--- config.mk ---
export PLATFORM = sky130hd
export DESIGN_NAME = nns_div
export DESIGN_NICKNAME = d
export VERILOG_FILES = /design/src/hw/rtl/nns_pkg.sv /design/src/hw/rtl/nns_div.sv
export SDC_FILE = /design/constraint.sdc
export NUM_CORES = 2
export LEC_CHECK = 0
export ABC_AREA = 1
export BUFFER_PORTS_ARGS = -buffer_cell sky130_fd_sc_hd__buf_2
export CAP_MARGIN = 20
export CORE_MARGIN = 5
export CORE_UTILIZATION = 45
export CTS_CLUSTER_SIZE = 12
export DETAILED_ROUTE_END_ITERATION = 10
export GPL_TIMING_DRIVEN = 0
export MAX_ROUTING_LAYER = met4
export PLACE_DENSITY = 0.71
export SLEW_MARGIN = 25
export SYNTH_ARGS = -nofsm -noshare
export SYNTH_HDL_FRONTEND = slang
export SYNTH_SLANG_ARGS = --single-unit
--- constraint.sdc ---
create_clock -name clock -period 5.9 [get_ports clock]
set_clock_uncertainty 0.05 [all_clocks]
set_input_delay 0.59 -clock clock [delete_from_list [all_inputs] [get_ports clock]]
set_output_delay 0.59 -clock clock [all_outputs]
set_load 0.05 [all_outputs]
--- src/hw/rtl/nns_pkg.sv ---
// ----------------------------------------------------------------------------
// Scaler blit package
// Shared widths, register map, status codes, stage types and color helpers
// of the nearest-neighbor scaled-blit pixel engine.
// ----------------------------------------------------------------------------
package nns_pkg;

   localparam int CRD_W       = 16;
   localparam int DIV_STAGES  = CRD_W;
   localparam int SRC_OFF_W   = 34;
   localparam int DST_OFF_W   = 35;
   localparam int COLOR_W     = 16;
   localparam int STATUS_W    = 2;
   localparam int REQ_DATA_W  = 64;
   localparam int RSP_DATA_W  = 88;
   localparam int CSR_ADDR_W  = 5;
   localparam int CSR_DATA_W  = 32;

   localparam logic [1:0] STAT_OK      = 2'd0;
   localparam logic [1:0] STAT_CLIPPED = 2'd1;
   localparam logic [1:0] STAT_INVALID = 2'd2;
   localparam logic [1:0] STAT_FORMAT  = 2'd3;

   localparam logic MODE_MAP     = 1'b0;
   localparam logic MODE_CONVERT = 1'b1;

   localparam logic [2:0] REG_SRC_SIZE   = 3'd0;
   localparam logic [2:0] REG_SRC_BPP    = 3'd1;
   localparam logic [2:0] REG_DST_ORIGIN = 3'd2;
   localparam logic [2:0] REG_DST_SIZE   = 3'd3;
   localparam logic [2:0] REG_SCREEN     = 3'd4;
   localparam logic [2:0] REG_FB_LAYOUT  = 3'd5;

   localparam logic [7:0] SRC_BPP_RESET = 8'd2;
   localparam logic [7:0] BPP_RGB565    = 8'd2;
   localparam logic [7:0] BPP_RGB888    = 8'd3;
   localparam logic [7:0] BPP_XRGB      = 8'd4;

   typedef struct packed {
      logic [31:0] num_x;
      logic [31:0] num_y;
      logic [15:0] den_x;
      logic [15:0] den_y;
   } div_in_type;

   typedef struct packed {
      logic [15:0] quo_x;
      logic [15:0] quo_y;
   } div_out_type;

   typedef struct packed {
      logic        valid;
      logic        mode;
      logic [1:0]  status;
      logic [15:0] scr_x;
      logic [15:0] scr_y;
      logic [23:0] rgb;
   } side_type;

   // Expands a 5-bit channel to 8 bits as floor(x * 255 / 31), reciprocal form.
   function automatic logic [7:0] expand5(input logic [4:0] x);
      logic [12:0] n;
      logic [28:0] p;
      n = {x, 8'd0} - {8'd0, x};
      p = 29'(n) * 29'd33826;
      return p[27:20];
   endfunction

   // Expands a 6-bit channel to 8 bits as floor(x * 255 / 63), reciprocal form.
   function automatic logic [7:0] expand6(input logic [5:0] x);
      logic [13:0] n;
      logic [28:0] p;
      n = {x, 8'd0} - {8'd0, x};
      p = 29'(n) * 29'd16645;
      return p[27:20];
   endfunction

   // Places one 8-bit channel into the framebuffer word.
   function automatic logic [15:0] pack_channel(input logic [7:0] v, input logic [7:0] desc);
      logic [3:0]  sz;
      logic [7:0]  t;
      logic [23:0] w;
      sz = (desc[3:0] > 4'd8) ? 4'd8 : desc[3:0];
      t  = v >> (4'd8 - sz);
      w  = {16'd0, t} << desc[7:4];
      return w[15:0];
   endfunction

endpackage

--- src/hw/rtl/nns_div.sv ---
// ----------------------------------------------------------------------------
// Scaler blit divider
// Pipelined restoring divider for both axes, one quotient bit per stage.
// The dividend must be below the divisor times 2**16.
// ----------------------------------------------------------------------------
module nns_div (
   input  logic                clock,
   input  logic                en,
   input  nns_pkg::div_in_type div_in,
   output nns_pkg::div_out_type div_out
);

   typedef struct packed {
      logic [15:0] rem;
      logic [15:0] low;
      logic [15:0] den;
      logic [15:0] quo;
   } lane_type;

   function automatic lane_type div_step(input lane_type l);
      lane_type   r;
      logic [16:0] acc;
      logic [16:0] diff;
      logic        ge;
      acc   = {l.rem, l.low[15]};
      diff  = acc - {1'b0, l.den};
      ge    = (acc >= {1'b0, l.den});
      r.rem = ge ? diff[15:0] : acc[15:0];
      r.low = {l.low[14:0], 1'b0};
      r.den = l.den;
      r.quo = {l.quo[14:0], ge};
      return r;
   endfunction

   lane_type x_ff [nns_pkg::DIV_STAGES];
   lane_type y_ff [nns_pkg::DIV_STAGES];
   lane_type x_in [nns_pkg::DIV_STAGES];
   lane_type y_in [nns_pkg::DIV_STAGES];

   genvar k;
   generate
      for (k = 0; k < nns_pkg::DIV_STAGES; k++) begin : g_stage
         if (k == 0) begin : g_first
            always_comb begin
               x_in[k] = div_step('{rem: div_in.num_x[31:16], low: div_in.num_x[15:0],
                                    den: div_in.den_x, quo: 16'd0});
               y_in[k] = div_step('{rem: div_in.num_y[31:16], low: div_in.num_y[15:0],
                                    den: div_in.den_y, quo: 16'd0});
            end
         end else begin : g_next
            always_comb begin
               x_in[k] = div_step(x_ff[k-1]);
               y_in[k] = div_step(y_ff[k-1]);
            end
         end
         always_ff @(posedge clock) begin
            if (en) begin
               x_ff[k] <= x_in[k];
               y_ff[k] <= y_in[k];
            end
         end
      end
   endgenerate

   assign div_out.quo_x = x_ff[nns_pkg::DIV_STAGES-1].quo;
   assign div_out.quo_y = y_ff[nns_pkg::DIV_STAGES-1].quo;

endmodule

After elaboration in Yosys (flattened, before gate mapping)
Memories as Yosys holds them, arrays and structs flattened.
Index checks and enable logic that the tools add are counted.
{"block": "word_totals", "reg_bits": 0, "ramBits": 2016, "input_bits": 98, "out_inout_bits": 32, "memories": 2}
{"block": "classes", "add_sub_neg": 32, "magnitude_cmp": 32, "n_mux": 34}
{"name": "x_ff", "words": 16, "word_bits": 63, "rd": 16, "rd_clocked_by_memory_dff": 0, "wr": 16, "line_no": "nns_div.sv:35", "text": "lane_type x_ff [nns_pkg::DIV_STAGES];"}
{"name": "y_ff", "words": 16, "word_bits": 63, "rd": 16, "rd_clocked_by_memory_dff": 0, "wr": 16, "line_no": "nns_div.sv:36", "text": "lane_type y_ff [nns_pkg::DIV_STAGES];"}
{"op": "$ge 17x16->1", "n": 32}
{"op": "$mux 16", "n": 32}
{"op": "$sub 16x16->16", "n": 32}
{"op": "$mux 1", "n": 2}

Longest topological paths before layout
An unclocked memory read counts as a cell.
{"block": "depth", "word_depth": 3, "mapped_depth": 15}

Least setup slack after synthesis
No wires, ideal clock.
{"block": "synth_timing", "kind": "in2reg", "startpoint": "input port div_in[12] in the netlist's numbering", "endpoint": "memory y_ff[0][51] in the netlist's numbering, data pin", "setup_ps": 252, "arrival_ps": 1860, "t_required_ps": 5598, "setup_slack_ps": 3738, "cell_stages": 12, "path_cell_list": "inv_1 ha_1 nand2_1 inv_1 nand2_1 nand2_1 and3_1 nor2_4 nand2_4 buf_6 nand2_1 nand2_1"}
{"element": "start, declared", "line_no": "nns_div.sv:9", "text": "input nns_pkg::div_in_type div_in,"}
{"element": "end, declared", "line_no": "nns_div.sv:36"}

==> impl_metrics.csv <==
group,metric,value,unit
run_status,outcome,"finished clean",
cells_and_area,drive_gt1_frac,0.0680,
synth,yosysSeqAreaShare,0.516,
drt,first_iter_violations,3870,
setup_path,worstPathArrival,3240,ps
placement,dp_cells,12559,
timing,rsz0062_at_grt,"no",
clock_network,htreeDepth,4,
synth,synth_edf_count,1472,
power_and_ir_drop,leakage,0.0476,uW
synth,avgSynthCellArea,8.64,um2
drt,first_pass_iters,6,
synth,ys_async_sr_fraction,0,
drt,wire_per_inst,15.9,um
clock_network,clock_path_buffers,3,
placement,detailed_place_hpwl,162000,um
worst_hold_path,hp-class,"in -> reg",
drt,vias,63135,
cells_and_area,multi_input_area,33100,um2
drt,wl,205000,um
setup_path,cp-start-kind,"primary input",
cells_and_area,fillers,17751,
clock_network,cts_buffers,166,
power_and_ir_drop,p_total,46200,uW
floorplanning,core,190000,um2
synth,synth_top_cell_by_area,"edfxtp_1",
synth,yosys_warnings,0,
synth,synth_top_area_frac,0.516,
placement,gp_congestion,0.955,
clock_network,cts_root_buf,"clkbuf_16",
timing,finalCritPeriodShare,0.484,
cells_and_area,area_delta_synth_final,11.7,%
clock_network,clk_pin_slew,60,ps
clock_network,post_cts.repair.setup_buffers,0,
timing,finalCriticalPeriod,2850,ps
timing,tns,0,ps
placement,portBuffers,129,
timing,fmax,351,MHz
placement,place_area,89800,um2
timing,finalHoldViolCount,0,
floorplanning,die-area,199000,um2
synth,syn-cell-area,85700,um2
job,cap_violations,0,
cells_and_area,final_util,0.504,
setup_path,worstPathRequired,6280,ps
synth,synth_area_leaders,"edfxtp_1 (52%), nand2_1 (16%), inv_1 (8.4%)",
grt,use_met3,0.0267,
grt,grt_pass1_wl,325000,um
grt,grt_antenna_before_repair,1,
synth,syn_inst,9908,
setup_path,worstPathMaxFanout,136,
drt,ant_nets,0,
clock_network,cts_tree,"yes",
timing,drv_slew,0,
grt,grt-busiest-layer,"met2",
timing,tightestPinTransition,745,ps
power_and_ir_drop,peakVddDrop,0.252,mV
setup_path,critPathKind,"in -> reg",
power_and_ir_drop,power_density,482,nW/um2
drt,drc,0,
synth,synth_flop_cell,"edfxtp_1",
grt,first_global_vias,61861,
timing,setup_violations,0,
timing,slew-limit-headroom,0.503,
floorplanning,initial_core_util,0.451,
grt,globalRouteMet1Util,0.251,
drt,via_per_inst,4.89,
clock_network,cts_hold_buf,68,
cells_and_area,seq_area,44200,um2
cells_and_area,nNetsFinal,10924,
clock_network,clk_latency,810,ps
cells_and_area,final_area,95700,um2
synth,ys_types,41,
floorplanning,die_w,446,um
synth,synth_seq_cells,1472,
setup_path,end_kind,"flop",
grt,gr-usage-met2,0.370,
grt,track_usage,0.211,
synth,synth_fp_nets,10548,
floorplanning,die_h,446,um
cells_and_area,finalNonFillerCells,12918,
grt,grt_max_degree,145,
floorplanning,rows,160,
clock_network,cts_resized,0,
clock_network,cts_sinks,1472,
grt,overflow,0,
floorplanning,io_pins,130,
metal layers:
layer	vias to the layer above	wire, um
li1	32376	-
met1	28997	86500
met2	1334	103000
met3	428	7740
met4	0	8210
met5	-	0
worst paths after layout:
kind	slack, ps	depth (start not counted)	to	startpoint
max	3050	5	x_ff[1][438]	en
min	70	3	x_ff[0][55]	div_in[87]
max reg2reg	3430	10	x_ff[0][437]	x_ff[0][345]
min reg2reg	360	0	y_ff[0][486]	y_ff[0][422]
metrics by stage:
step | hold WS [ps] | worst slack (ps)
after floorplan | 350 | 3740
after global placement | 350 | -18740
after detailed placement | 355 | 2200
after CTS | 2.05 | 3080
after global routing | 21.6 | 2890
final | 68.2 | 3050
cells by family after synthesis:
family | synth area share
AND/OR/NAND/NOR | 0.263
buffers and inverters | 0.0980
flip-flops | 0.516
adder cells (fa/ha/maj) | 0.0818
AO/OA/AOI/OAI | 0.0220
XOR/XNOR | 0.0190
layout by cell type (no fill, tap or decap), types with 20 or more instances in the layout:
cell type,instances
buf_2,164
and2_1,20
nor2_4,21
edfxtp_1,1472
nand3b_1,87
nand2_1,3653
xnor2_1,40
inv_1,1911
fa_1,30
nand3_2,34
xor2_1,146
o21ai_0,29
a21oi_1,272
ha_1,512
buf_6,36
or2_2,20
inv_2,20
nand4_1,136
clkbuf_16,166
nand2_2,50
dlygate4sd3_1,68
nor2_2,26
nand2_4,23
nor3_1,90
clkbuf_1,34
buf_4,46
clkinv_1,31
nand3_1,729
nor2_1,368
synth_stat cells (36+ instances only):
cell type,count
nand2_1,3653
inv_1,1911
edfxtp_1,1472
nand3_1,729
ha_1,512
nor2_1,368
a21oi_1,272
xor2_1,146
nand4_1,136
nor3_1,90
nand3b_1,87
nand2_2,50
buf_4,46
xnor2_1,40
buf_2,36
buf_6,36
state kept, by name, summed over array words and instances, names as in the netlist:
signal  flops
y_ff      736
x_ff      736
worst max-delay path, stage by stage:
cell    delay [ps]
buf_12         190
buf_16         420
buf_16         490
buf_16         500
buf_16         500
layout make-up:
| class | instances | area share |
|---|---|---|
| plain buffers | 136 | 0.0120 |
| well taps | 2511 | 0.0328 |
| diodes | 2 | 0.0000523 |
| repair buffers | 208 | 0.0172 |
| clock inverters | 89 | 0.0102 |
| inverters | 1931 | 0.0757 |
| clock buffers | 200 | 0.0447 |
| flip-flops and latches | 1472 | 0.462 |
| multi-input cells | 6369 | 0.345 |
report_power, final:
part | switching [uW] | leakage [uW] | internal (uW) | total [uW]
Clock | 4240 | 0.00254 | 5750 | 9990
Combinational | 13100 | 0.0307 | 6970 | 20100
Sequential | 1390 | 0.0144 | 14700 | 16100
Note: power is estimated with default switching activity, not from simulation.
